File: config.mk
export PLATFORM = sky130hd
export DESIGN_NAME = eccr_front
export DESIGN_NICKNAME = d
export VERILOG_FILES = /design/src/rtl/eccr_pkg.sv /design/src/rtl/eccr_front.sv
export SDC_FILE = /design/constraint.sdc
export NUM_CORES = 1
export LEC_CHECK = 0
export BUFFER_PORTS_ARGS = -buffer_cell sky130_fd_sc_hd__buf_2
export CORE_MARGIN = 2
export CORE_UTILIZATION = 27
export CTS_CLUSTER_DIAMETER = 60
export DETAILED_ROUTE_END_ITERATION = 6
export PLACE_DENSITY_LB_ADDON = 0.1
export SYNTH_ARGS = -nofsm -noshare
export SYNTH_HDL_FRONTEND = slang
export SYNTH_SLANG_ARGS = --single-unit
File: constraint.sdc
create_clock -name clk -period 13.29 [get_ports clk]
set_clock_uncertainty 0.1 [all_clocks]
set_input_delay 0.6645 -clock clk [delete_from_list [all_inputs] [get_ports clk]]
set_output_delay 0.6645 -clock clk [all_outputs]
set_load 0.05 [all_outputs]
File: src/rtl/eccr_pkg.sv
// ----------------------------------------------------------------------------
// eccr_pkg
// Widths, item type and rounding helpers shared by the collision resolver.
// ----------------------------------------------------------------------------
package eccr_pkg;

  localparam int VALUE_WIDTH = 24;
  localparam int RAD_W       = 16;

  localparam int DIFF_W      = 19;
  localparam int NEAR_LIMIT  = 1 << (DIFF_W - 1);
  localparam int D2_W        = 2 * DIFF_W - 1;
  localparam int SQ_W        = D2_W + 1;
  localparam int ROOT_STEPS  = (D2_W + 1) / 2;
  localparam int DIST_W      = ROOT_STEPS;
  localparam int RSUM_W      = RAD_W + 1;
  localparam int OV_W        = DIST_W + 1;

  localparam int NORM_SH     = 16;
  localparam int Q_W         = NORM_SH + 1;
  localparam int N_W         = Q_W + 1;
  localparam int NUM_W       = DIFF_W - 1 + NORM_SH + 1;

  localparam int DV_W        = VALUE_WIDTH + 1;
  localparam int PP_W        = N_W + OV_W;
  localparam int DOTP_W      = DV_W + N_W;
  localparam int PUSH_SH     = 17;
  localparam int PD_SH       = 8;
  localparam int ADJ_SH      = 24;
  localparam int PD_W        = DOTP_W + 1 - PD_SH + 1;
  localparam int AXP_W       = PD_W + N_W;
  localparam int CALC_W      = AXP_W - ADJ_SH + 3;

  localparam int QDEPTH      = 4;
  localparam int QPTR_W      = $clog2(QDEPTH);
  localparam int QCNT_W      = QPTR_W + 1;

  typedef struct packed {
    logic signed [VALUE_WIDTH-1:0] x1;
    logic signed [VALUE_WIDTH-1:0] y1;
    logic signed [VALUE_WIDTH-1:0] x2;
    logic signed [VALUE_WIDTH-1:0] y2;
    logic signed [VALUE_WIDTH-1:0] vx1;
    logic signed [VALUE_WIDTH-1:0] vy1;
    logic signed [VALUE_WIDTH-1:0] vx2;
    logic signed [VALUE_WIDTH-1:0] vy2;
    logic signed [DV_W-1:0]        dvx;
    logic signed [DV_W-1:0]        dvy;
    logic signed [DIFF_W-1:0]      dx;
    logic signed [DIFF_W-1:0]      dy;
    logic [RSUM_W-1:0]             rsum;
    logic                          near;
  } pair_t;

  function automatic logic signed [63:0] rnd_pow2(input logic signed [63:0] v,
                                                  input int unsigned s);
    logic [63:0] m;
    logic [63:0] q;
    m = v[63] ? 64'(-v) : 64'(v);
    q = (m + (64'd1 << (s - 1))) >> s;
    return v[63] ? -$signed(q) : $signed(q);
  endfunction

  function automatic logic [VALUE_WIDTH-1:0] sat_val(input logic signed [63:0] v);
    logic signed [63:0] hi;
    logic signed [63:0] lo;
    hi = (64'sd1 <<< (VALUE_WIDTH - 1)) - 64'sd1;
    lo = -hi - 64'sd1;
    if (v > hi) begin
      return hi[VALUE_WIDTH-1:0];
    end else if (v < lo) begin
      return lo[VALUE_WIDTH-1:0];
    end
    return v[VALUE_WIDTH-1:0];
  endfunction

endpackage

File: src/rtl/eccr_front.sv
// ----------------------------------------------------------------------------
// eccr_front
// Accepts a pair, forms differences and the near-range class, holds one beat.
// ----------------------------------------------------------------------------
module eccr_front import eccr_pkg::*; (
  input  logic                          clk,
  input  logic                          rst_n,
  input  logic                          in_valid,
  output logic                          in_ready,
  input  logic signed [VALUE_WIDTH-1:0] in_first_x,
  input  logic signed [VALUE_WIDTH-1:0] in_first_y,
  input  logic signed [VALUE_WIDTH-1:0] in_second_x,
  input  logic signed [VALUE_WIDTH-1:0] in_second_y,
  input  logic signed [VALUE_WIDTH-1:0] in_first_vx,
  input  logic signed [VALUE_WIDTH-1:0] in_first_vy,
  input  logic signed [VALUE_WIDTH-1:0] in_second_vx,
  input  logic signed [VALUE_WIDTH-1:0] in_second_vy,
  input  logic [RAD_W-1:0]              in_first_radius,
  input  logic [RAD_W-1:0]              in_second_radius,
  output logic                          f_valid,
  input  logic                          f_ready,
  output pair_t                         f_item
);

  localparam logic signed [VALUE_WIDTH:0] NEAR_P = (VALUE_WIDTH + 1)'(NEAR_LIMIT);

  logic signed [VALUE_WIDTH:0] dx_w;
  logic signed [VALUE_WIDTH:0] dy_w;
  pair_t item_nxt;
  pair_t item_r;
  logic  valid_r;
  logic  valid_nxt;
  logic  accept;

  assign in_ready = !valid_r || f_ready;
  assign accept   = in_valid && in_ready;
  assign f_valid  = valid_r;
  assign f_item   = item_r;

  always_comb begin
    dx_w          = (VALUE_WIDTH + 1)'(in_second_x) - (VALUE_WIDTH + 1)'(in_first_x);
    dy_w          = (VALUE_WIDTH + 1)'(in_second_y) - (VALUE_WIDTH + 1)'(in_first_y);
    item_nxt.x1   = in_first_x;
    item_nxt.y1   = in_first_y;
    item_nxt.x2   = in_second_x;
    item_nxt.y2   = in_second_y;
    item_nxt.vx1  = in_first_vx;
    item_nxt.vy1  = in_first_vy;
    item_nxt.vx2  = in_second_vx;
    item_nxt.vy2  = in_second_vy;
    item_nxt.dvx  = DV_W'(in_first_vx) - DV_W'(in_second_vx);
    item_nxt.dvy  = DV_W'(in_first_vy) - DV_W'(in_second_vy);
    item_nxt.dx   = dx_w[DIFF_W-1:0];
    item_nxt.dy   = dy_w[DIFF_W-1:0];
    item_nxt.rsum = RSUM_W'(in_first_radius) + RSUM_W'(in_second_radius);
    item_nxt.near = (dx_w < NEAR_P) && (dx_w > -NEAR_P) &&
                    (dy_w < NEAR_P) && (dy_w > -NEAR_P);
    if (accept) begin
      valid_nxt = 1'b1;
    end else if (f_ready) begin
      valid_nxt = 1'b0;
    end else begin
      valid_nxt = valid_r;
    end
  end

  always_ff @(posedge clk) begin
    if (!rst_n) begin
      valid_r <= 1'b0;
    end else begin
      valid_r <= valid_nxt;
    end
  end

  always_ff @(posedge clk) begin
    if (accept) begin
      item_r <= item_nxt;
    end
  end

endmodule

Word-level counts from Yosys, hierarchy flattened. Cells that the tools add are included.

Muxes and demuxes: 2. Add/subtract/negate cells: 5. Reductions and logical operators: 7. Magnitude comparators: 4.

Operators with widths (number): 24-bit by 24-bit subtractor with 25-bit output (4); 25-bit by 19-bit > comparator with 1-bit output, second input constant (2); 25-bit by 20-bit < comparator with 1-bit output, second input constant (2); 16-bit by 16-bit adder with 17-bit output (1); 1-bit logical AND (4); 1-bit 2-to-1 mux (2); 2-bit nonzero test (1); 1-bit zero test (1); 1-bit logical OR (1).

Logic and storage cells: 33. Output and inout port bits: 300. Register bits after elaboration: 299. Input port bits: 228.

Logic depth before layout (Yosys ltp). Gate-level depths: netlist of run 1.

Word-level depth: 5. Gate-level depth with buffers: 15. Gate-level depth less buffers: 15.

Worst setup path before layout of run 1. Ideal clock, no wire load.

Path type: input to register. Start: in f_ready. End: reg item_r (netlist bit f_item[0]), enable pin. Path buffers: 0. Setup slack: 4.559 ns. Setup time: 0.696 ns. Data arrival time: 7.934 ns. Stages: 2. Required time: 12.494 ns. Path through: nand2b_1 and2_1.

Cells in the longest elaborated chain, start to end: 2.

Ends and longest elaborated chain: start: declaration (RTL line eccr_front.sv:21) `input logic f_ready,`; 1-bit logical OR (RTL line eccr_front.sv:35) `assign in_ready = !valid_r || f_ready;`; 1-bit logical AND (RTL line eccr_front.sv:36) `assign accept = in_valid && in_ready;`; named net accept (RTL line eccr_front.sv:33) `logic accept;`; end signal: assignment (RTL line eccr_front.sv:77) `item_r <= item_nxt;`; end: declaration (RTL line eccr_front.sv:30) `pair_t item_r;`.

The timed path passes the listed nets, and every way through them passes these cells. A chain may end at the register's enable or synchronous reset.

==> flow_summary.yaml, run 1 <==
outcome:
  status: "complete, no violations"
final_layout:
  multi_input_area_mm2: 0.00496
  synthToLayoutAreaGrowth_pct: 33.0
  drive_gt1_share_pct: 35.0
  finalNetCount: 2043
  seqCellArea_mm2: 0.00897
  fillers: 5350
  diodes: 0
grt:
  grt_max_degree: 83
  grt_pass1_vias: 10700
  grt.met2_usage_pct: 26.1
  globalRouteMet3Util_pct: 4.08
  grt_pass1_wl_um: 63900
  gr-usage-all-layers_pct: 15.0
  grt_util_met1_pct: 17.8
  antenna_found_initial: 3
  busiest_layer: "met2"
  grt.overflow.total: 0
logic_synthesis:
  synthCells: 1127
  synthArstFlopShare_pct: 0
  netlist_top_cells_area: "edfxtp_1 (62%), ha_1 (9.7%), inv_1 (3.9%), xnor2_1 (3.6%), a21oi_1 (2.5%)"
  synth_fp_nets: 1472
  syn_area_per_cell_um2: 12.9
  synthAdderAreaFrac_pct: 10.3
  synth_simple_gate_area_share_pct: 8.34
  synthXorXnorAreaFrac_pct: 4.95
  yosys_register_bits: 299
  ys_seq_area_share_pct: 61.8
  synth_top_area_share_pct: 61.7
  synth-main-ff-cell: "edfxtp_1"
  synth-compound-area-share_pct: 10.5
  yosysWarningCount: 0
  synth_top_family_by_area: "compound AO/OA/AOI/OAI gates"
  yosysUniqueCellTypes: 62
  synth_edf_count: 298
  yosysTopAreaCell: "edfxtp_1"
  synthMuxAreaShare_pct: 0.0690
  netlist_area_mm2: 0.0145
floorplanning:
  dieArea_mm2: 0.0556
  io_pins: 528
  die_w_um: 236
  num_rows: 84
  initial_core_util_pct: 27.4
  die_y_um: 236
  fp.coreArea_mm2: 0.0529
job:
  max-cap-violations: 0
route:
  postRouteAntennaNets: 0
  drt_wl_total_um: 43000
  drcViolationCount: 0
  viasPerCell: 4.45
  first_pass_iters: 5
  avgRoutedWirePerCell_um: 17.8
  drt_iter0_drc: 565
  dr_total_vias: 10700
setup_path:
  crit_arrival_ns: 4.52
  cp_max_fo: 2
  required_ns: 13.46
  reg2reg_depth: 4
  start_kind: "input port"
  crit_type: "in2reg"
  setup.worst_path.end_class: "register"
  slowest_delay_ns: 0.54
  crit_chain: "buf_2 -> inv_1 -> ha_1 -> inv_1 -> fa_1 -> a21oi_1 -> o21bai_1 -> xor2_1 -> a2111oi_0 -> or4b_1 -> or4_1 -> or4b_1 -> nor4_2 -> nor3_1 -> a221oi_2 -> a221oi_1"
  crit_slowest_cell: "or4b_1"
timing:
  slew_headroom_pct: 28.9
  setup_slack_ns: 8.93
  post-route-min-period_ns: 4.36
  fmax_mhz: 229
  finalHoldViolCount: 0
  timing.final.max_slew_violations: 0
  grt_setup_unrepaired: "no"
  finalSetupTns_ns: 0
  tightest_slew_ns: 1.07
  post-route-period-util_pct: 32.8
  setup_viol_count_final: 0
clocking:
  insertion_delay_ns: 0.55
  cts_root_buf: "clkbuf_16"
  post_cts_buffers: 0
  cts_resized: 0
  cts_tree: "yes"
  ctsHoldBuffers: 0
  clk_pin_slew_worst_paths_ns: 0.06
  cts_inserted_buffers: 41
  cts_num_sinks: 299
  clock_path_buffers: 3
  htree_levels: 2
pwr:
  leakage_nw: 8.56
  peakVddDrop_uv: 84.8
  powerDensity_mw_per_mm2: 150
  p_total_mw: 2.90
placement:
  port_buffers: 527
  gp_routability_congestion: 0.796
  hpwlAfterDp_um: 34600
  place_ws_ns: 8.31
worst_hold_path:
  hold_depth: 1
  hold_class: "in2reg"
==> worst max-delay path, delay by kind of cell <==
family                   cells  cell delay [ns]
AND/OR/NAND/NOR              5             1.86
AO/OA/AOI/OAI                5             1.01
adder cells (fa/ha/maj)      2             0.61
buffers and inverters        3             0.22
XOR/XNOR                     1             0.15
==> sequential cells by signal, summed over array words and instances, names as in the netlist <==
register	cells
f_item	298
f_valid	1
==> stage by stage <==
stage	std cells	cell area (um^2)	hold slack, ns	utilization [%]
3_3_place_gp	2343	18000	0.409	34.1
5_1_grt	2413	19300	0.160	36.5
4_1_cts	2413	19300	0.152	36.5
3_5_place_dp	2343	18000	0.438	34.1
2_1_floorplan	1127	14500	0.663	-
6_report	2413	19300	0.201	36.5
==> layout make-up <==
| class | count | area share [%] |
|---|---|---|
| repair buffers | 531 | 13.8 |
| inverters | 152 | 2.96 |
| multi-input cells | 673 | 25.7 |
| clock buffers | 49 | 5.58 |
| well taps | 688 | 4.46 |
| clock inverters | 21 | 0.985 |
| flip-flops and latches | 299 | 46.5 |
==> per-layer routing <==
| metal | share of wire, % | vias up |
|---|---|---|
| met2 | 50 | 301 |
| met5 | 0.063 | - |
| li1 | - | 5298 |
| met3 | 6.4 | 69 |
| met4 | 2.6 | 4 |
| met1 | 41 | 5055 |
==> cell usage in the layout (no fill, tap or decap), types with 27 or more instances in the layout <==
cell type,count
nand3_1,27
nor2_1,54
inv_1,152
edfxtp_1,298
clkbuf_16,42
ha_1,112
nand2_1,46
buf_2,527
a21oi_1,72
xnor2_1,60
o21ai_0,42
nor3_1,28
==> cell families (layout without fill, tap and decap cells) <==
kind of cell             after synthesis  count (layout)
AO/OA/AOI/OAI                        233             233
XOR/XNOR                              82              82
adder cells (fa/ha/maj)              117             117
buffers and inverters                155             753
flip-flops                           299             299
multiplexers                           1               1
AND/OR/NAND/NOR                      240             240
==> power breakdown <==
group | internal (mW) | switching, mW
clock network | 0.620 | 0.421
registers | 1.14 | 0.0178
logic | 0.191 | 0.508
total | 1.95 | 0.947
==> Yosys cell counts, types with 13 or more instances <==
cell type / number
nor3_1: 28
or3_1: 18
nor2b_1: 15
xnor2_1: 60
ha_1: 112
a21o_1: 15
a21oi_1: 72
edfxtp_1: 298
xor2_1: 22
nor2_1: 54
inv_1: 152
o21ai_0: 42
o21a_1: 14
nand2_1: 46
nand3_1: 27
and3_1: 13
==> path summary, 6_finish.rpt <==
path / from / endpoint / slack, ns
worst min-delay path: in_second_vx[5] / f_item[135]$_DFFE_PP_ / 0.20
worst max register to register: f_valid$_SDFFE_PN0P_ / f_item[73]$_DFFE_PP_ / 10.40
worst min register to register: f_valid$_SDFFE_PN0P_ / f_valid$_SDFFE_PN0P_ / 0.44
worst max-delay path: in_second_y[0] / f_item[0]$_DFFE_PP_ / 8.93
Note: power is estimated with default switching activity, not from simulation.
==> run 2, diff against run 1 <==
==> constraint.sdc (replaced) <==
create_clock -name clk -period 3.6 [get_ports clk]
set_clock_uncertainty 0.1 [all_clocks]
set_input_delay 0.18 -clock clk [delete_from_list [all_inputs] [get_ports clk]]
set_output_delay 0.18 -clock clk [all_outputs]
set_load 0.05 [all_outputs]
==> run 2 against run 1 <==
Utilization up 5.5 points. Clock-buffer cell count increased by 7. Wire length rose by 5.9%. Setup slack got worse by 8.8 ns. Hold slack lost 0.15 ns. First-iteration DRC count rose by 5.3%. Critical path depth decreased by 2. Register-to-register slack got worse by 8.7 ns. Via count is 11% higher.
==> flow_summary.yaml, run 2 (synthesized netlist as in run 1, its figures left out) <==
route:
  postRouteAntennaNets: 0
  first_pass_iters: 5
  top_layer_used: "met5"
  viasPerCell: 4.40
  drcViolationCount: 0
  met1Wirelength_um: 19200
  routed-wl-met3_um: 2980
  drt_wl_total_um: 45500
  route.met2.wl_um: 22100
  avgRoutedWirePerCell_um: 16.8
  drt_iter0_drc: 595
  dr_total_vias: 11900
timing:
  tightest_slew_ns: 0.669
  timing.final.max_slew_violations: 0
  grt_setup_unrepaired: "yes"
  finalHoldViolCount: 0
  finalSetupTns_ns: 0
  setup_viol_count_final: 0
  post-route-min-period_ns: 3.47
  fmax_mhz: 288
  post-route-period-util_pct: 96.5
  holdWs_ns: 0.0511
  slew_headroom_pct: 55.4
  setup_slack_ns: 0.127
clocking:
  cts_tree: "yes"
  insertion_delay_ns: 0.54
  cts_inserted_buffers: 41
  post_cts_buffers: 0
  clk_pin_slew_worst_paths_ns: 0.06
  htree_levels: 2
  cts_num_sinks: 299
  clock_path_buffers: 3
  cts_root_buf: "clkbuf_16"
final_layout:
  layout_common_cells: "buf_2 (527), edfxtp_1 (298), dlygate4sd3_1 (217)"
  postLayoutCellArea_mm2: 0.0222
  seqCellArea_mm2: 0.00897
  fillers: 5125
  largest_register_ffs: 298
  synthToLayoutAreaGrowth_pct: 53.1
  multi_input_area_mm2: 0.00508
  final_util_pct: 42.0
  layout.cells.non_filler: 2710
  finalNetCount: 2334
  drive_gt1_share_pct: 34.1
  final_common_cell: "buf_2"
grt:
  grt_pass1_vias: 12400
  grt.overflow.total: 0
  gr-usage-all-layers_pct: 16.0
  grt_pass1_wl_um: 69400
  antenna_found_initial: 4
  grt_max_degree: 65
worst_hold_path:
  hold_class: "in2reg"
  hold_path.startpoint: "in_first_radius[8]"
setup_path:
  crit_top_cell: "or4b_4"
  required_ns: 3.77
  cp_top_family: "simple AND/OR/NAND/NOR gates"
  slowest_delay_ns: 0.51
  start_kind: "input port"
  cp-startpoint: "in_first_y[1]"
  crit_chain: "buf_2 -> inv_1 -> ha_1 -> nor2b_1 -> o21a_1 -> or3_4 -> a2111oi_4 -> or4b_4 -> or4_4 -> or4b_4 -> nor4_4 -> nor3_2 -> a221oi_2 -> a221oi_1"
  setup.worst_path.end_class: "register"
  path_buf_inv: 2
  r2r-start: "f_valid$_SDFFE_PN0P_"
  cp_max_fo: 2
  crit_arrival_ns: 3.64
  crit_type: "in2reg"
  crit_slowest_cell: "or4b_4"
pwr:
  p_int_mw: 7.51
  power.switching_mw: 3.59
  swShare_pct: 32.3
  combPwrFrac_pct: 26.5
  peakVddDrop_uv: 344
  p_total_mw: 11.1
  pwr-share-seq_pct: 38.6
  p_clk_share_pct: 34.9
  powerDensity_mw_per_mm2: 499
  leakage_nw: 9.86
floorplanning:
  dieArea_mm2: 0.0556
  die_w_um: 236
  die_y_um: 236
  io_pins: 528
  initial_core_util_pct: 27.4
  fp.coreArea_mm2: 0.0529
  num_rows: 84
placement:
  port_buffers: 527
  hpwlAfterDp_um: 35200
  placed_cell_area_mm2: 0.0187
  place_ws_ns: -0.930
  dp.cells: 2418
  gp_routability_congestion: 0.801
outcome:
  status: "complete, no violations"
job:
  max-cap-violations: 0
==> run 2: cell types whose count changed in the layout (fill, tap and decap cells not counted), moves of 3 or more <==
| cell | delta |
|---|---|
| a21oi_1 | -3 |
| a21oi_2 | +3 |
| dlygate4sd3_1 | +217 |
| clkinv_2 | -6 |
| clkbuf_1 | +7 |
| buf_4 | +70 |
| inv_6 | -3 |
| buf_12 | +4 |
==> run 2: cell type report <==
class                           instances  share of cell area (%)
Inverter                              152                    2.57
Timing Repair Buffer                  822                    24.5
Multi-Input combinational cell        673                    22.9
Antenna cell                            2                  0.0225
Sequential cell                       299                    40.4
Clock inverter                         18                   0.828
Clock buffer                           56                    4.97
Tap cell                              688                    3.87
==> run 2: worst paths after layout <==
path                           end  cells after the start  slack (ns)
max            f_item[0]$_DFFE_PP_                     14        0.13
min            f_item[9]$_DFFE_PP_                      4        0.05
min reg2reg  f_item[255]$_DFFE_PP_                      2        0.92
max reg2reg   f_item[39]$_DFFE_PP_                      3        1.70
==> run 2: metal layers <==
metal | track usage (%) | vias up
li1 | - | 5902
met1 | 19.3 | 5600
met2 | 27.5 | 345
met3 | 4.22 | 76
met4 | 5.56 | 2
met5 | 0 | -
==> run 2: worst register-to-register path, cell delays in order, from the launching register on <==
cell and delay (ns):
dfxtp_1 0.32, nand2b_2 0.08, and2_4 0.58, buf_12 0.39
==> run 2: timing repair <==
item,CTS,global route
pin swaps,2,8
gates resized for setup,9,15
endpoints found under the hold margin,217,0
setup endpoints to repair,1,9
hold buffers,217,0
==> run 2: power groups by stage <==
stage	Sequential, mW	Combinational (mW)	Clock [mW]
after CTS	4.29	2.95	4.01
after floorplan	5.36	0.873	0
after global routing	4.31	3.16	4.14
final	4.28	2.94	3.87
after detailed placement	4.35	2.74	0
after global placement	4.35	2.74	0
