### config.mk
export PLATFORM = sky130hd
export DESIGN_NAME = eccr_queue
export DESIGN_NICKNAME = d
export VERILOG_FILES = /design/src/rtl/eccr_pkg.sv /design/src/rtl/eccr_queue.sv
export SDC_FILE = /design/constraint.sdc
export NUM_CORES = 1
export LEC_CHECK = 0
export CAP_MARGIN = 30
export CORE_MARGIN = 3
export CORE_UTILIZATION = 65
export CTS_BUF_LIST = sky130_fd_sc_hd__clkbuf_8
export DETAILED_ROUTE_END_ITERATION = 16
export DONT_BUFFER_PORTS = 1
export PLACE_DENSITY = 0.82
export SYNTH_ARGS = -nofsm -noshare
export SYNTH_HDL_FRONTEND = slang
export SYNTH_SLANG_ARGS = --single-unit
### constraint.sdc
create_clock -name clk -period 22.3 [get_ports clk]
set_input_delay 5.575 -clock clk [delete_from_list [all_inputs] [get_ports clk]]
set_output_delay 5.575 -clock clk [all_outputs]
set_load 0.05 [all_outputs]
### src/rtl/eccr_pkg.sv
// ----------------------------------------------------------------------------
// eccr_pkg
// Widths, item type and rounding helpers shared by the collision resolver.
// ----------------------------------------------------------------------------
package eccr_pkg;

  localparam int VALUE_WIDTH = 24;
  localparam int RAD_W       = 16;

  localparam int DIFF_W      = 19;
  localparam int NEAR_LIMIT  = 1 << (DIFF_W - 1);
  localparam int D2_W        = 2 * DIFF_W - 1;
  localparam int SQ_W        = D2_W + 1;
  localparam int ROOT_STEPS  = (D2_W + 1) / 2;
  localparam int DIST_W      = ROOT_STEPS;
  localparam int RSUM_W      = RAD_W + 1;
  localparam int OV_W        = DIST_W + 1;

  localparam int NORM_SH     = 16;
  localparam int Q_W         = NORM_SH + 1;
  localparam int N_W         = Q_W + 1;
  localparam int NUM_W       = DIFF_W - 1 + NORM_SH + 1;

  localparam int DV_W        = VALUE_WIDTH + 1;
  localparam int PP_W        = N_W + OV_W;
  localparam int DOTP_W      = DV_W + N_W;
  localparam int PUSH_SH     = 17;
  localparam int PD_SH       = 8;
  localparam int ADJ_SH      = 24;
  localparam int PD_W        = DOTP_W + 1 - PD_SH + 1;
  localparam int AXP_W       = PD_W + N_W;
  localparam int CALC_W      = AXP_W - ADJ_SH + 3;

  localparam int QDEPTH      = 4;
  localparam int QPTR_W      = $clog2(QDEPTH);
  localparam int QCNT_W      = QPTR_W + 1;

  typedef struct packed {
    logic signed [VALUE_WIDTH-1:0] x1;
    logic signed [VALUE_WIDTH-1:0] y1;
    logic signed [VALUE_WIDTH-1:0] x2;
    logic signed [VALUE_WIDTH-1:0] y2;
    logic signed [VALUE_WIDTH-1:0] vx1;
    logic signed [VALUE_WIDTH-1:0] vy1;
    logic signed [VALUE_WIDTH-1:0] vx2;
    logic signed [VALUE_WIDTH-1:0] vy2;
    logic signed [DV_W-1:0]        dvx;
    logic signed [DV_W-1:0]        dvy;
    logic signed [DIFF_W-1:0]      dx;
    logic signed [DIFF_W-1:0]      dy;
    logic [RSUM_W-1:0]             rsum;
    logic                          near;
  } pair_t;

  function automatic logic signed [63:0] rnd_pow2(input logic signed [63:0] v,
                                                  input int unsigned s);
    logic [63:0] m;
    logic [63:0] q;
    m = v[63] ? 64'(-v) : 64'(v);
    q = (m + (64'd1 << (s - 1))) >> s;
    return v[63] ? -$signed(q) : $signed(q);
  endfunction

  function automatic logic [VALUE_WIDTH-1:0] sat_val(input logic signed [63:0] v);
    logic signed [63:0] hi;
    logic signed [63:0] lo;
    hi = (64'sd1 <<< (VALUE_WIDTH - 1)) - 64'sd1;
    lo = -hi - 64'sd1;
    if (v > hi) begin
      return hi[VALUE_WIDTH-1:0];
    end else if (v < lo) begin
      return lo[VALUE_WIDTH-1:0];
    end
    return v[VALUE_WIDTH-1:0];
  endfunction

endpackage

### src/rtl/eccr_queue.sv
// ----------------------------------------------------------------------------
// eccr_queue
// Short FIFO between the classify front and the compute back.
// ----------------------------------------------------------------------------
module eccr_queue import eccr_pkg::*; (
  input  logic  clk,
  input  logic  rst_n,
  input  logic  push_valid,
  output logic  push_ready,
  input  pair_t push_item,
  output logic  pop_valid,
  input  logic  pop_ready,
  output pair_t pop_item
);

  pair_t             mem_r [QDEPTH];
  logic [QPTR_W-1:0] wr_ptr_r;
  logic [QPTR_W-1:0] rd_ptr_r;
  logic [QCNT_W-1:0] count_r;
  logic [QCNT_W-1:0] count_nxt;
  logic              push;
  logic              pop;

  assign push_ready = count_r != QCNT_W'(QDEPTH);
  assign pop_valid  = count_r != '0;
  assign pop_item   = mem_r[rd_ptr_r];
  assign push       = push_valid && push_ready;
  assign pop        = pop_valid && pop_ready;

  always_comb begin
    case ({push, pop})
      2'b10:   count_nxt = count_r + QCNT_W'(1);
      2'b01:   count_nxt = count_r - QCNT_W'(1);
      default: count_nxt = count_r;
    endcase
  end

  always_ff @(posedge clk) begin
    if (!rst_n) begin
      wr_ptr_r <= '0;
      rd_ptr_r <= '0;
      count_r  <= '0;
    end else begin
      count_r <= count_nxt;
      if (push) begin
        wr_ptr_r <= wr_ptr_r + QPTR_W'(1);
      end
      if (pop) begin
        rd_ptr_r <= rd_ptr_r + QPTR_W'(1);
      end
    end
  end

  always_ff @(posedge clk) begin
    if (push) begin
      mem_r[wr_ptr_r] <= push_item;
    end
  end

endmodule

# Word level (Yosys, flattened, before mapping)

Memory sizes are Yosys's and may differ from the RTL's. A register that Yosys moved wholly into a read port is not among the register bits.
Index checks and enable logic that the tools add are counted.

Reductions and logical operators: 4
Multiplexer cells: 5
Equality and inequality tests: 3
Add/sub/neg operators: 4

Operator list:

| kind                                                 | number |
|---|---|
| one-hot mux 3 bit (2 select lines)                   | 1 |
| adder 2 x 1 -> 2 bit (second input constant)         | 2 |
| 2-to-1 mux 2 bit                                     | 2 |
| adder 3 x 1 -> 3 bit (second input constant)         | 1 |
| inequality test 3 bit (second input constant)        | 1 |
| nonzero test 3 bit                                   | 1 |
| subtractor 3 x 1 -> 3 bit (second input constant)    | 1 |
| equality test 2 x 1 -> 1 bit (second input constant) | 1 |
| equality test 2 bit (second input constant)          | 1 |
| logical AND 1 bit                                    | 2 |
| 2-to-1 mux 1 bit                                     | 2 |
| nonzero test 2 bit                                   | 1 |

Memories: 1
Word-level logic and storage cells: 20
RAM bits: 1192
Output and inout port bits: 300
Bits of input ports: 302
Bits in registers: 7

Memories:

| name  | depth | bits a word | rd ports | clocked after memory_dff | wr ports | line             | source |
|---|---|---|---|---|---|---|---|
| mem_r | 4     | 298         | 1        | 1                        | 1        | eccr_queue.sv:16 | `pair_t mem_r [QDEPTH];` |

# Longest topological paths before layout

Gate-level depths: netlist of run 1.

Word-level depth: 4
Depth in mapped cells: 9
Depth with buffers taken out: 9

# Worst setup path before layout of run 1

OpenSTA, ideal clock, no wires.

Kind: in2reg
Start point: in push_valid
End point: mem mem_r[0][0] (netlist name) (enable)
Stages on the path: 2
Required time: 21.602 ns
Arrival time: 12.751 ns
Path buffers: 0
Setup time: 0.698 ns
Slack: 8.852 ns
Cells stage by stage: a21boi_1 and2_1

Longest elaborated chain between the ends: 3

Ends and longest elaborated chain:

| what                                   | line             | source |
|---|---|---|
| start, declared                        | eccr_queue.sv:8  | `input logic push_valid,` |
| logical AND 1 bit                      | eccr_queue.sv:27 | `assign push = push_valid && push_ready;` |
| 2-to-1 mux 1 bit                       | eccr_queue.sv:55 | `if (push) begin` |
| 2-to-1 mux 1 bit (not written as such) | eccr_queue.sv:56 | `mem_r[wr_ptr_r] <= push_item;` |
| end, declared                          | eccr_queue.sv:16 |  |

No other way between the ends.

==> results.cfg, run 1 <==
[status]
outcome = finished with violations
violations = slew limit

[finish]
final_nets = 2057
fin_cells = 2751
areaGrowthSynthToFinish_pct = 9.933
drive_gt1_frac = 0.2937
final_core_util = 0.7243

[floorplanning]
num_rows = 94
die_area_um2 = 70020
io_pins = 602
initial_utilization = 0.6588
die_h_um = 264.6
core_um2 = 65980
fp.dieW_um = 264.6

[logic_synthesis]
ys_warn_count = 0
netlist_instances = 1608
yosys_most_used_dff = edfxtp_1
synth_top_cells_by_area = edfxtp_1 (82%), mux4_2 (15%), buf_6 (0.67%)
yosysSeqAreaShare = 0.8276
yosysTopAreaCell = edfxtp_1
yosysTopAreaCellShare = 0.8234
synth_edf_count = 1192
synth_common_cells = edfxtp_1 (1192), mux4_2 (298), buf_2 (31)
synth-seq-cells = 1201
avgSynthCellArea_um2 = 27.03
synth_cell_types = 22
synth_fp_nets = 1916
synthArstFlopShare = 0
yosys.cell_count.top_type = edfxtp_1
syn_area_um2 = 43470

[worst_setup_path]
criticalPathCategory = reg -> out
crit_chain = buf_4 -> buf_4 -> mux4_2
cpMostUsedCell = buf_4
crit_fanout = 39
slowest_delay_ns = 0.80
crit_path_start_kind = flop
crit_cells = 3
worst-path-buf-inv = 2
crit_required_ns = 16.73
r2r_cells = 5
end_kind = primary output
crit_arrival_ns = 3.52
critPathSlowestCell = dfxtp_4
path_delay_family = buffers and inverters

[sta]
finalCritPeriodShare = 0.4079
relSlewSlack = -0.008407
period_needed_ns = 9.096
hold_viol_final = 0
fin_hold_ws_ns = 0.5645
fin_worst_skew_ns = 0.04213
slew_violations = 53
finalSetupViolCount = 0
max_freq_mhz = 109.9
rsz0062_at_grt = false
worstMarginPinSlew_ns = 1.513
setup_tns_ns = 0

[hold_path]
holdPathStages = 2
hold_path_class = reg -> reg

[power]
ir_drop_mv = 0.1008
p_leak_uw = 0.01477
cellPowerDensity_nw_per_um2 = 131.7

[placement]
dp_hpwl_um = 57810
place_inst = 2432
portBuffers = 0
gp_congestion = 0.9164

[detailed_routing]
wl_per_cell_um = 32.96
ant_nets = 0
first_pass_iters = 5
wl_met1_um = 29710
drtIter0Drc = 1885
wl_met2_um = 47420
route.met3.wl_um = 9902
vias = 18110
dr.max_layer_used = met5
drc = 0
wl_um = 90670
vias_per_cell = 6.584

[grt]
grt_pass1_wl_um = 132000
grt_pass1_vias = 19170
antenna_found_initial = 4
grt-ovfl-total = 0
grt_usage = 0.2638
grt_max_degree = 174

[cts]
cts_setup_buffers = 0
cts_buffer_depth = 3
cts.clk_slew.worst_paths_ns = 0.06
cts_tree = done
cts_resized = 0
clock_latency_ns = 0.79
postCtsHoldBufs = 0
cts-htree-levels = 4
clock-sinks = 1201
cts-root-buf = clkbuf_8
cts_buffers = 175

[flow_run]
drv_cap = 0
## through the flow
stage | total power (µW) | area, µm² | setup slack (ns)
after floorplan | 4556 | 43470 | 8.852
after global placement | 4710 | 44270 | 13.28
after detailed placement | 4754 | 44460 | 13.33
after CTS | 6349 | 47670 | 13.04
after global routing | 6507 | 47790 | 12.89
final | 6296 | 47790 | 13.20
## power breakdown
group | total (µW) | internal, µW | switching, µW | leakage [µW]
Clock | 1600 | 808 | 789 | 0.00183
Combinational | 1900 | 469 | 1430 | 0.00192
Sequential | 2800 | 2720 | 78.6 | 0.0110
Total | 6300 | 4000 | 2290 | 0.0148
## worst paths after layout
kind | startpoint | endpoint | slack, ns
worst max register to register | count_r[0] | mem_r[1][238] | 18.36
worst max-delay path | flop | pop_item[247] | 13.20
worst min-delay path | wr_ptr_r[1] | wr_ptr_r[1] | 0.56
worst min register to register | wr_ptr_r[1] | wr_ptr_r[1] | 0.56
## tightest hold or removal path, delay by kind of cell, from the launching register on
family	cells	cell delay [ns]
AND/OR/NAND/NOR	1	0.08
flip-flops	1	0.36
multiplexers	1	0.07
## area by class of cell
type | count | area, µm²
clock inverters | 136 | 769.5
diodes | 1 | 2.502
multi-input cells | 334 | 6997
inverters | 6 | 22.52
fillers | 3293 | 18190
flip-flops and latches | 1201 | 35980
repair buffers | 31 | 483.0
well taps | 864 | 1081
clock buffers | 178 | 2450
## layer usage
metal,global-route usage,up-vias
li1,-,7309
met1,0.3129,9537
met2,0.4382,1055
met3,0.1025,208
met4,0.1121,4
met5,0,-
## registers in the layout, summed over array words and instances (netlist names), named ones only
register / flops
wr_ptr_r: 2
count_r: 3
rd_ptr_r: 2
mem_r: 1192
## kinds of logic after synthesis
kind of cell,share of synthesized area
buffers and inverters,0.01169
muxes,0.1549
xor gates and xnor gates,0.0008061
and+or+nand+nor,0.002187
AOI/OAI and AO/OA,0.0009789
adders and majority gates,0.001900
DFF,0.8276
## layout by cell type, fill, tap and decap left out, drive strengths merged, types with 3 or more instances in the layout
master	n
xnor2	3
and2	7
mux4	298
buf	31
clkinv	70
edfxtp	1192
bufinv	5
inv	64
ha	5
clkinvlp	3
nand2	6
clkbuf	178
dfxtp	9
(Power assumes the default switching activity.)
==> run 2, diff against run 1 <==
--- a/config.mk
+++ b/config.mk
@@ -7,11 +7,11 @@
 export LEC_CHECK = 0
 export CAP_MARGIN = 30
 export CORE_MARGIN = 3
-export CORE_UTILIZATION = 65
+export CORE_UTILIZATION = 59
 export CTS_BUF_LIST = sky130_fd_sc_hd__clkbuf_8
 export DETAILED_ROUTE_END_ITERATION = 16
 export DONT_BUFFER_PORTS = 1
-export PLACE_DENSITY = 0.82
+export PLACE_DENSITY = 0.79
 export SYNTH_ARGS = -nofsm -noshare
 export SYNTH_HDL_FRONTEND = slang
 export SYNTH_SLANG_ARGS = --single-unit
==> constraint.sdc (replaced) <==
create_clock -name clk -period 7.5 [get_ports clk]
set_input_delay 1.875 -clock clk [delete_from_list [all_inputs] [get_ports clk]]
set_output_delay 1.875 -clock clk [all_outputs]
set_load 0.05 [all_outputs]
==> run 2 against run 1 <==
Against the previous run: hold slack worse by 0.068 ns; largest power group unchanged; non-clock buffer count shrank 15; die area grew 9.9%; clock power rose to 2.9 times the previous value; via count decreased by 2.9%; routed wire length shrank 6.1%; global-route usage fell by 4.0 points; sequential share of layout area increased by 0.22 points; register-to-register slack got worse by 14 ns; clock-buffer cell count rose by 1; design area fell by 0.29%; the run now ends clean; critical path depth decreased by 1.
==> results.cfg, run 2 (synthesis gave the netlist of run 1 again) <==
[finish]
largestRegisters = mem_r: 1192 flops, count_r: 3 flops
drive_gt1_frac = 0.2820
final.fill_count = 4173
areaGrowthSynthToFinish_pct = 9.611
largest_reg_flops = 1192
final_cell_mix = edfxtp_1 (1192), mux4_2 (298), clkbuf_8 (179)
final_nets = 2045
final_common_cell = edfxtp_1
fin_cells = 2820
top_register = mem_r

[worst_setup_path]
crit_chain = buf_12 -> mux4_2
end_kind = primary output
rr_startpoint = count_r[0]
crit_end = pop_item[264]
critPathSlowestCell = mux4_2
criticalPathCategory = reg -> out
crit_arrival_ns = 3.16
crit_required_ns = 5.62
crit_fanout = 97
crit_path_start_kind = flop
r2r_cells = 4
r2r_end = mem_r[3][278]
r2r_setup_slack_ns = 4.65
slowest_delay_ns = 0.79

[floorplanning]
core_um2 = 72220
num_rows = 98
die_h_um = 277.4
die_area_um2 = 76970
initial_utilization = 0.6019
fp.dieW_um = 277.4
io_pins = 602

[flow_run]
drv_cap = 0

[grt]
grt_max_degree = 160
grt_pass1_vias = 18830
grt_pass1_wl_um = 125700
grt-ovfl-total = 0
grt_usage = 0.2238
antenna_found_initial = 1

[sta]
worstMarginPinSlew_ns = 1.163
hold_viol_final = 0
fin_worst_skew_ns = 0.02206
finalSetupViolCount = 0
rsz0062_at_grt = false
finalCritPeriodShare = 0.6719
setup_tns_ns = 0
relSlewSlack = 0.2247
max_freq_mhz = 198.5
period_needed_ns = 5.039
slew_violations = 0

[cts]
cts_buffers = 178
cts.clk_slew.worst_paths_ns = 0.06
cts-htree-levels = 4
cts_resized = 0
clock_latency_ns = 0.81
cts-root-buf = clkbuf_8
cts_buffer_depth = 3
cts_tree = done
cts_setup_buffers = 0
clock-sinks = 1201
postCtsHoldBufs = 0

[detailed_routing]
drc = 0
ant_nets = 0
wl_per_cell_um = 30.20
vias = 17590
drtIter0Drc = 1492
vias_per_cell = 6.239
wl_um = 85170
first_pass_iters = 5

[status]
outcome = finished, final reports clean

[placement]
dp_hpwl_um = 53170
portBuffers = 0
gp_congestion = 0.7911
place_inst = 2507

[power]
pwr-share-clk = 0.249
p_int_uw = 11720
combPwrFrac = 0.301
ir_drop_mv = 0.2902
p_leak_uw = 0.01465
seqPwrFrac = 0.449
cellPowerDensity_nw_per_um2 = 387.8
p_sw_uw = 6756
switching_share = 0.3656

[hold_path]
hold_path_class = reg -> reg
run 2: changes by cell type in the layout (fill, tap and decap cells not counted), moves of 4 or more:
cell | before | now
buf_12 | 4 | 13
buf_16 | 10 | 1
buf_4 | 17 | 2
bufinv_16 | 5 | 0
clkinv_2 | 22 | 12
inv_1 | 55 | 68
inv_6 | 6 | 2
run 2: layout make-up:
| class | count | area [µm²] | share of cell area |
|---|---|---|---|
| Sequential cell | 1201 | 35980 | 0.7552 |
| Multi-Input combinational cell | 334 | 6997 | 0.1468 |
| Clock buffer | 179 | 2464 | 0.05171 |
| Tap cell | 950 | 1189 | 0.02495 |
| Clock inverter | 133 | 688.2 | 0.01444 |
| Timing Repair Buffer | 16 | 302.8 | 0.006355 |
| Inverter | 6 | 22.52 | 0.0004727 |
| Antenna cell | 1 | 2.502 | 0.00005252 |
run 2: critical path: cells and delay by family (launching register included):
kind	cells	cell delay, ns
buffers and inverters	1	0.56
flip-flops	1	0.78
multiplexers	1	0.79
run 2: worst min-delay path by stage:
stage                        to  depth (start not counted)  slack (ns)         from
finish              wr_ptr_r[1]                          2        0.50  wr_ptr_r[1]
floorplan           wr_ptr_r[1]                          2        0.47  wr_ptr_r[1]
global placement    wr_ptr_r[1]                          2        0.49  wr_ptr_r[1]
detailed placement  wr_ptr_r[1]                          2        0.49  wr_ptr_r[1]
global route        wr_ptr_r[1]                          2        0.53  wr_ptr_r[1]
CTS                 wr_ptr_r[1]                          2        0.50  wr_ptr_r[1]
run 2: power groups by stage:
| stage | Combinational [µW] | Clock [µW] | Sequential [µW] |
|---|---|---|---|
| global placement | 5610 | 0 | 8410 |
| floorplan | 5020 | 0 | 8410 |
| detailed placement | 5650 | 0 | 8450 |
| CTS | 5660 | 4740 | 8310 |
| global route | 5740 | 5030 | 8360 |
| finish | 5560 | 4610 | 8310 |
run 2: through the flow:
stage | total power, µW | utilization | worst slack [ns] | instance area [µm²] | hold WS, ns
after floorplan | 13430 | - | 1.073 | 43470 | 0.4677
after global placement | 14020 | 0.6157 | 3.205 | 44470 | 0.4871
after detailed placement | 14100 | 0.6161 | 3.215 | 44490 | 0.4923
after CTS | 18710 | 0.6597 | 2.309 | 47640 | 0.4999
after global routing | 19140 | 0.6597 | 2.194 | 47650 | 0.5343
final | 18480 | 0.6597 | 2.461 | 47650 | 0.4968
run 2: metal layers:
| metal | global-route usage | vias up | wire length [µm] |
|---|---|---|---|
| li1 | - | 7280 | - |
| met1 | 0.2562 | 9313 | 28190 |
| met2 | 0.3768 | 828 | 45350 |
| met3 | 0.08113 | 172 | 7912 |
| met4 | 0.1070 | 0 | 3721 |
| met5 | 0 | - | 0 |
==> run 3, diff against run 2 <==
--- a/config.mk
+++ b/config.mk
@@ -7,11 +7,11 @@
 export LEC_CHECK = 0
 export CAP_MARGIN = 30
 export CORE_MARGIN = 3
-export CORE_UTILIZATION = 59
+export CORE_UTILIZATION = 65
 export CTS_BUF_LIST = sky130_fd_sc_hd__clkbuf_8
 export DETAILED_ROUTE_END_ITERATION = 16
 export DONT_BUFFER_PORTS = 1
-export PLACE_DENSITY = 0.79
+export PLACE_DENSITY = 0.82
 export SYNTH_ARGS = -nofsm -noshare
 export SYNTH_HDL_FRONTEND = slang
 export SYNTH_SLANG_ARGS = --single-unit
==> constraint.sdc (replaced) <==
create_clock -name clk -period 5.2 [get_ports clk]
set_input_delay 1.3 -clock clk [delete_from_list [all_inputs] [get_ports clk]]
set_output_delay 1.3 -clock clk [all_outputs]
set_load 0.05 [all_outputs]
==> run 3 against run 2 <==
Against the previous run: worst setup slack worse by 1.6 ns; clock skew is 0.018 ns higher; critical path type unchanged; hold slack better by 0.024 ns; global-route usage is 4.1 points higher; design area is 0.52% higher; register-to-register slack worse by 2.2 ns; critical path depth stayed put; clock power is 45% higher; routed wire length is 6.1% higher; sequential power is 44% higher; via count is 2.7% higher.
==> results.cfg, run 3 (synthesis gave the netlist of run 1 again) <==
[status]
outcome = finished, final reports clean

[power]
seqPwrFrac = 0.447
p_int_uw = 17100
p_sw_uw = 9828
cellPowerDensity_nw_per_um2 = 562.2
pwr-share-clk = 0.248
ir_drop_mv = 0.4749
p_leak_uw = 0.01487
switching_share = 0.3650
combPwrFrac = 0.306

[sta]
relSlewSlack = 0.3846
max_freq_mhz = 231.6
finalCritPeriodShare = 0.8304
period_needed_ns = 4.318
rsz0062_at_grt = false
finalSetupViolCount = 0
hold_viol_final = 0
setup_ws_ns = 0.8818
fin_worst_skew_ns = 0.03978
worstMarginPinSlew_ns = 0.9230
setup_tns_ns = 0
slew_violations = 0

[finish]
top_register = mem_r
areaGrowthSynthToFinish_pct = 10.18
largest_reg_flops = 1192
largestRegisters = mem_r: 1192 flops, count_r: 3 flops
final_cell_mix = edfxtp_1 (1192), mux4_2 (298), clkbuf_8 (178)
drive_gt1_frac = 0.2941
final_nets = 2073
final_common_cell = edfxtp_1

[detailed_routing]
wl_um = 90350
vias_per_cell = 6.527
ant_nets = 0
first_pass_iters = 5
drtIter0Drc = 1657
vias = 18070
wl_per_cell_um = 32.63
drc = 0

[grt]
grt_usage = 0.2651
grt_max_degree = 86
antenna_found_initial = 3
grt-ovfl-total = 0
grt_pass1_wl_um = 132200
grt_pass1_vias = 19200

[cts]
cts_resized = 0
cts_buffers = 174
postCtsHoldBufs = 0
clock-sinks = 1201
clock_latency_ns = 0.79
cts_buffer_depth = 3
cts.clk_slew.worst_paths_ns = 0.06
cts_setup_buffers = 0
cts-htree-levels = 4
cts_tree = done
cts-root-buf = clkbuf_8

[floorplanning]
die_area_um2 = 70020
initial_utilization = 0.6588
io_pins = 602
die_h_um = 264.6
num_rows = 94
core_um2 = 65980
fp.dieW_um = 264.6

[flow_run]
drv_cap = 0

[worst_setup_path]
criticalPathCategory = reg -> out
slowest_delay_ns = 0.95
path_delay_family = flip-flops
crit_required_ns = 3.90
r2r_setup_slack_ns = 2.42
crit_arrival_ns = 3.02
end_kind = primary output
critPathSlowestCell = dfxtp_4
crit_chain = buf_4 -> mux4_2
crit_fanout = 35
worst-path-buf-inv = 1
crit_path_start_kind = flop

[placement]
place_ws_ns = 1.637
dp_hpwl_um = 59090
gp_congestion = 0.8529
portBuffers = 0

[hold_path]
hold_path_class = reg -> reg
[run 3: changes by cell type in the layout (fill, tap and decap cells not counted), sizes merged]
| cell | before | now |
|---|---|---|
| buf | 16 | 48 |
| bufinv | 0 | 3 |
| clkbuf | 179 | 178 |
| clkinvlp | 3 | 4 |
[run 3: final cells by class]
cell class,instances,area [µm²]
Sequential cell,1201,35980
Inverter,6,22.52
Multi-Input combinational cell,334,6997
Fill cell,3333,18090
Clock inverter,137,678.2
Tap cell,864,1081
Clock buffer,178,2450
Timing Repair Buffer,48,680.7
Antenna cell,1,2.502
[run 3: metal layers]
metal  GRT usage  up-vias  wire [µm]
met5           0        -         23
li1            -     7332          -
met1      0.3073     9536      29350
met4      0.1299        4       4543
met3      0.1081      205       9693
met2      0.4351      997      46740
[run 3: worst reg2reg max path: stages, from the launching register on]
cell	delay, ns
dfxtp_1	0.42
nor2_1	0.10
a21boi_1	0.53
and2_4	0.79
buf_4	0.54
[run 3: final timing paths]
kind / from / end / cells past startpoint
hold reg to reg: wr_ptr_r[1] / wr_ptr_r[1] / 2
setup reg to reg: count_r[1] / mem_r[3][147] / 4
hold / removal: wr_ptr_r[1] / wr_ptr_r[1] / 2
setup / recovery: flop / pop_item[211] / 2
[run 3: power by group through the flow]
stage / registers, µW / clock network (µW) / logic, µW
finish: 12000 / 6670 / 8230
global route: 12100 / 7270 / 8480
CTS: 12000 / 6830 / 8330
detailed placement: 12200 / 0 / 8300
global placement: 12100 / 0 / 8240
floorplan: 12100 / 0 / 7250
[run 3: metrics by stage]
| stage | instances | instance area [µm²] | util | hold WS, ns | power [µW] |
|---|---|---|---|---|---|
| 6_report | 2769 | 47890 | 0.7259 | 0.5209 | 26920 |
| 4_1_cts | 2767 | 47860 | 0.7254 | 0.5096 | 27200 |
| 2_1_floorplan | 1608 | 43470 | - | 0.4677 | 19370 |
| 3_3_place_gp | 2452 | 44740 | 0.6780 | 0.4855 | 20390 |
| 5_1_grt | 2769 | 47890 | 0.7259 | 0.5258 | 27850 |
| 3_5_place_dp | 2452 | 44740 | 0.6780 | 0.5053 | 20530 |
